==> config.mk <==
export PLATFORM = sky130hd
export DESIGN_NAME = vab_queue
export DESIGN_NICKNAME = d
export VERILOG_FILES = /design/src/hdl/vab_pkg.sv /design/src/hdl/vab_queue.sv
export SDC_FILE = /design/constraint.sdc
export NUM_CORES = 1
export LEC_CHECK = 0
export BUFFER_PORTS_ARGS = -buffer_cell sky130_fd_sc_hd__buf_2
export CELL_PAD_IN_SITES_DETAIL_PLACEMENT = 1
export CELL_PAD_IN_SITES_GLOBAL_PLACEMENT = 2
export CORE_UTILIZATION = 38
export CTS_CLUSTER_SIZE = 40
export DETAILED_ROUTE_END_ITERATION = 8
export PLACE_DENSITY_LB_ADDON = 0.1
export SLEW_MARGIN = 20
export SYNTH_ARGS = -nofsm -noshare
export SYNTH_HDL_FRONTEND = slang
export SYNTH_SLANG_ARGS = --single-unit
==> constraint.sdc <==
create_clock -name clk -period 3.1 [get_ports clk]
set_clock_uncertainty 0.15 [all_clocks]
set_input_delay 0.31 -clock clk [delete_from_list [all_inputs] [get_ports clk]]
set_output_delay 0.31 -clock clk [all_outputs]
set_load 0.03 [all_outputs]
==> src/hdl/vab_pkg.sv <==
`timescale 1ns / 1ps

package vab_pkg;

  // Status of one queue as seen by its neighbors.
  typedef struct packed {
    logic full;
    logic empty;
  } queue_status_t;

  // CORDIC rotation angles, round(atan(2^-k) * 2^32 / pi).
  localparam int AtanWidth = 31;

  function automatic logic [AtanWidth-1:0] atan_unit(input logic [4:0] k);
    logic [AtanWidth-1:0] r;
    case (k)
      5'd0:  r = 31'd1073741824;
      5'd1:  r = 31'd633866811;
      5'd2:  r = 31'd334917814;
      5'd3:  r = 31'd170009512;
      5'd4:  r = 31'd85334662;
      5'd5:  r = 31'd42708931;
      5'd6:  r = 31'd21359677;
      5'd7:  r = 31'd10680490;
      5'd8:  r = 31'd5340327;
      5'd9:  r = 31'd2670173;
      5'd10: r = 31'd1335088;
      5'd11: r = 31'd667544;
      5'd12: r = 31'd333772;
      5'd13: r = 31'd166886;
      5'd14: r = 31'd83443;
      5'd15: r = 31'd41722;
      5'd16: r = 31'd20861;
      5'd17: r = 31'd10430;
      5'd18: r = 31'd5215;
      5'd19: r = 31'd2608;
      5'd20: r = 31'd1304;
      5'd21: r = 31'd652;
      5'd22: r = 31'd326;
      5'd23: r = 31'd163;
      5'd24: r = 31'd81;
      5'd25: r = 31'd41;
      5'd26: r = 31'd20;
      5'd27: r = 31'd10;
      5'd28: r = 31'd5;
      5'd29: r = 31'd3;
      5'd30: r = 31'd1;
      5'd31: r = 31'd1;
      default: r = '0;
    endcase
    return r;
  endfunction

endpackage

==> src/hdl/vab_queue.sv <==
`timescale 1ns / 1ps

module vab_queue import vab_pkg::*; #(
  parameter int WIDTH = 8,
  parameter int DEPTH = 4
) (
  input  logic             clk,
  input  logic             rst,
  input  logic             push,
  input  logic [WIDTH-1:0] din,
  input  logic             pop,
  output logic [WIDTH-1:0] dout,
  output queue_status_t    status
);

  localparam int PtrWidth = (DEPTH > 1) ? $clog2(DEPTH) : 1;
  localparam int CntWidth = $clog2(DEPTH + 1);

  logic [WIDTH-1:0]    mem [DEPTH];
  logic [PtrWidth-1:0] wr_ptr;
  logic [PtrWidth-1:0] rd_ptr;
  logic [CntWidth-1:0] count;
  logic                do_push;
  logic                do_pop;

  assign status.full  = (count == CntWidth'(DEPTH));
  assign status.empty = (count == '0);
  assign do_push      = push && !status.full;
  assign do_pop       = pop && !status.empty;
  assign dout         = mem[rd_ptr];

  always_ff @(posedge clk) begin
    if (do_push) begin
      mem[wr_ptr] <= din;
    end
  end

  always_ff @(posedge clk) begin
    if (rst) begin
      wr_ptr <= '0;
      rd_ptr <= '0;
      count  <= '0;
    end else begin
      if (do_push) begin
        wr_ptr <= (wr_ptr == PtrWidth'(DEPTH - 1)) ? '0 : wr_ptr + 1'b1;
      end
      if (do_pop) begin
        rd_ptr <= (rd_ptr == PtrWidth'(DEPTH - 1)) ? '0 : rd_ptr + 1'b1;
      end
      if (do_push && !do_pop) begin
        count <= count + 1'b1;
      end else if (do_pop && !do_push) begin
        count <= count - 1'b1;
      end
    end
  end

  a_count_bound: assert property (@(posedge clk) disable iff (rst)
    count <= CntWidth'(DEPTH))
    else $error("queue count above depth");

  a_count_up: assert property (@(posedge clk) disable iff (rst)
    (push && !status.full && !(pop && !status.empty)) |=> count == $past(count) + 1'b1)
    else $error("queue count did not grow on a lone push");

  a_count_down: assert property (@(posedge clk) disable iff (rst)
    (pop && !status.empty && !(push && !status.full)) |=> count == $past(count) - 1'b1)
    else $error("queue count did not shrink on a lone pop");

endmodule

# Word level (Yosys, flattened, before mapping)
# Memories as Yosys holds them, arrays and structs flattened. A register that Yosys moved wholly into a read port is not among the register bits.
# Cells that the tools add are included.
dict set report totals {
  mem_count 1
  ram_bits 32
  output_inout_bits 10
  in_bits 12
  reg_bits 7
}
# memory words width read_ports rd_clocked_by_memory_dff write_ports line
set memory_table {}
lappend memory_table {mem 4 8 1 1 1 vab_queue.sv:19} ;# logic [WIDTH-1:0] mem [DEPTH];
dict set report op_classes {
  eq_ne 3
  mux 8
  n_reduce_logical 10
  addsub 4
}
# operator n
set op_table {}
lappend op_table {{2-to-1 mux 2 bit} 4}
lappend op_table {{2-to-1 mux 3 bit} 2}
lappend op_table {{adder 2 x 1 -> 2 bit, second input constant} 2}
lappend op_table {{== test 2 bit, second input constant} 2}
lappend op_table {{logical AND 1 bit} 4}
lappend op_table {{zero test 1 bit} 4}
lappend op_table {{adder 3 x 1 -> 3 bit, second input constant} 1}
lappend op_table {{== test 3 bit, second input constant} 1}
lappend op_table {{zero test 3 bit} 1}
lappend op_table {{subtractor 3 x 1 -> 3 bit, second input constant} 1}
lappend op_table {{2-to-1 mux 1 bit} 2}
lappend op_table {{nonzero test 2 bit} 1}

# Depth between registers and ports, before layout
dict set report depth {
  word_depth 7
  mapped_depth 10
  depth_no_buf 9
}

# Worst setup path before layout
# OpenSTA, ideal clock, no wires.
dict set report synth_path {
  kind {register to register}
  from {register count[0]}
  to {register count[2]}
  setup_slack_ps 735
  setup_ps 70
  stages_incl_launch_ff 11
  t_arrival_ps 2145
  path_cell_list {dfxtp_1 -> or3b_1 -> buf_6 -> clkinv_4 -> nor2_2 -> ha_1 -> inv_1 -> fa_1 -> xor2_1 -> or3_2 -> a21oi_1}
}
# item line
set synth_lines {}
lappend synth_lines {{from (decl)} vab_queue.sv:22} ;# logic [CntWidth-1:0] count;
lappend synth_lines {{from (signal assigned)} vab_queue.sv:51} ;# count <= count + 1'b1;
lappend synth_lines {{from (signal assigned)} vab_queue.sv:53} ;# count <= count - 1'b1;

# Worst setup path after layout
dict set report layout_path {
  from {register count[0]}
  to {register count[2]}
}
dict set report layout_between {
  elab_chain_cells 6
}
# item line
set layout_lines {}
lappend layout_lines {{== test 3 bit *} vab_queue.sv:26} ;# assign status.full = (count == CntWidth'(DEPTH));
lappend layout_lines {{zero test 1 bit *} vab_queue.sv:28} ;# assign do_push = push && !status.full;
lappend layout_lines {{logical AND 1 bit *} vab_queue.sv:28}
lappend layout_lines {{named net do_push} vab_queue.sv:23} ;# logic do_push;
lappend layout_lines {{zero test 1 bit} vab_queue.sv:52} ;# end else if (do_pop && !do_push) begin
lappend layout_lines {{logical AND 1 bit} vab_queue.sv:52}
lappend layout_lines {{nonzero test 2 bit (no source line)} --}
# The timed path passes the listed nets; every way through them passes the cells marked *. The select of a mux whose other input is x is not followed.
# A chain may end at the register's enable or synchronous reset.

==> metrics <==
DRC 0; antenna diode count 0; area grow syn2layout 16.50%; Post-DP HPWL 1.921 mm; DRT antenna net count 0; Leak 0.7110 nW; Synth Instances 92; critical path launch point count[0]; Worst EP arrival 2610 ps; first-pass GRT wire length 4.291 mm; Vias 830; deepest clock path buffer count 2; CTS sink cnt 41; synth top area cells edfxtp_1 (58%), dfxtp_1 (11%), mux4_2 (11%), ha_1 (4.6%), and3_2 (1.8%); headroom to the max-slew limit 60.36%; nets 135; DR pass1 iterations 4; hold_sp din[0]; Initial Util 40.26%; die height 67.80 µm; Synth Area per Inst 17.88 µm²; worst setup margin 563.2 ps; die area 4597 µm²; Pwr Total 1.615 mW; post_cts resized 0; vias per inst 4.970; CP required 3180 ps; initial antenna violation count 0; Placed Area 1789 µm²; outcome complete, no violations; Top-Level Pins 22; register bit total from synthesis 41; routed wire length 2.724 mm; Netlist cell types 26; Min Hold Slack 83.37 ps; CTS tree done; Ys Warns 0; Initial DRC Count 33; post-CTS setup buffers 0; area of the multi-input gates 456.7 µm²; TNS Setup 0 ps; fin. max-slew vios 0; Wirelength per Cell 16.31 µm; FF+latch area 1141 µm²; CP max FO 7; Final Wtd Congestion 0.7480; post-route cell area 1917 µm²; global route overflow 0; Clock transition at path regs 80 ps; Syn Nets 111; DIE WIDTH 67.80 µm; pre-CTS WS 578.6 ps; RSZ-0062 raised after global routing no; final hold vios 0; CTS buffer count 5; min Tclk post-route 2537 ps; Critical Path Source Type flop; core area 4086 µm²; Worst Tran Pin Value 593.8 ps; clock root buffer master clkbuf_8; post-synthesis sequential area ratio 69.35%; Pwr per Cell Area 842.5 nW/µm²; htree depth 2; fraction of layout cells with a size suffix above 1 39.32%; worst flop-to-flop path startpoint count[0]; Yosys top cell by area edfxtp_1; crit path kind reg -> reg; # hold bufs at CTS 0; vias in the first global route 889; Buffers on Ports 21; crit share post-route 81.83%; Hold WC Path Type in -> reg; CP Capture Type flop; largest net degree at the start of global routing 15; max-cap violations 0; share of the synthesized area in the top cell type 58.40%; filler cell count 429; floorplan row count 23; Worst-Skew Late Latency 290 ps; Fmax achieved 394.2 MHz; Max rail drop VDD 0.0003633 V; synthesized area 1645 µm²; GR Util All Layers 14.05%; setup violators final 0
-- power by group --
group	leakage, nW	total [mW]	internal [mW]	switching [mW]
combinational	0.279	0.434	0.181	0.253
clock	0.0651	0.441	0.259	0.182
sequential	0.367	0.740	0.670	0.0693
-- cell usage in the layout, fill, tap and decap left out, types with 3 or more instances in the layout --
master / instances
dfxtp_1: 9
edfxtp_1: 32
buf_2: 21
mux4_2: 8
and3_2: 4
nor2_1: 3
clkbuf_8: 5
inv_1: 4
ha_1: 6
a21oi_1: 3
-- worst max-delay path: stages, from the launching register on --
cell      delay (ps)
dfxtp_1          450
or3b_1           310
clkinv_4          90
nor2_2           130
ha_1             200
inv_1             70
fa_1             380
xor2_1           160
or3_2            400
a21oi_1          140
-- flip-flops by register name, summed over array words and instances, names as in the netlist, named ones only --
register / flops
rd_ptr: 2
count: 3
wr_ptr: 2
mem: 32
-- kinds of logic (layout without fill, tap and decap cells) --
logic type | after synthesis | count (layout) | share of synthesized area [%]
compound gates | 7 | 7 | 3.041
xor+xnor | 2 | 2 | 1.065
fa+ha+maj | 7 | 7 | 5.779
flops | 41 | 41 | 69.35
simple gates | 16 | 16 | 5.704
mux | 10 | 10 | 12.17
buf+inv | 9 | 34 | 2.889
-- area by class of cell --
cell class	count	share of cell area, %
clock buffer	7	6.201
clock inverter	1	0.4569
inverter	5	1.240
multi-input combinational	42	23.83
sequential	41	59.53
tap	50	3.264
timing repair buffer	21	5.483
-- synth_stat cells --
master	n
a21oi_1	3
and3_2	4
buf_1	1
buf_2	1
buf_6	1
clkbuf_1	1
clkinv_4	1
dfxtp_1	9
edfxtp_1	32
fa_1	1
ha_1	6
inv_1	4
mux2i_1	2
mux4_2	8
nand2_1	1
nand3_1	2
nor2_1	3
nor2_2	1
nor3_1	2
o21ai_0	1
o21ai_1	1
o31ai_2	2
or3_1	1
or3_2	1
or3b_1	1
xor2_1	2
-- stage by stage --
stage | utilization, % | instances
after global routing | 46.91 | 167
after global placement | 43.78 | 159
final | 46.91 | 167
after floorplan | - | 92
after CTS | 46.91 | 167
after detailed placement | 43.78 | 159
-- final timing paths --
| kind | endpoint | slack [ps] | depth (start not counted) |
|---|---|---|---|
| worst max-delay path | count[2] | 560 | 9 |
| worst min-delay path | mem[2][0] | 80 | 1 |
| worst max register to register | count[2] | 560 | 9 |
| worst min register to register | rd_ptr[0] | 360 | 2 |
-- layer usage --
| metal | global-route usage [%] | vias to the layer above | wire (µm) |
|---|---|---|---|
| li1 | - | 396 | - |
| met1 | 14.60 | 412 | 1089 |
| met2 | 25.12 | 18 | 1488 |
| met3 | 3.547 | 4 | 98 |
| met4 | 8.594 | 0 | 47 |
| met5 | 0 | - | 0 |
Power figures use the tool's default switching activity.
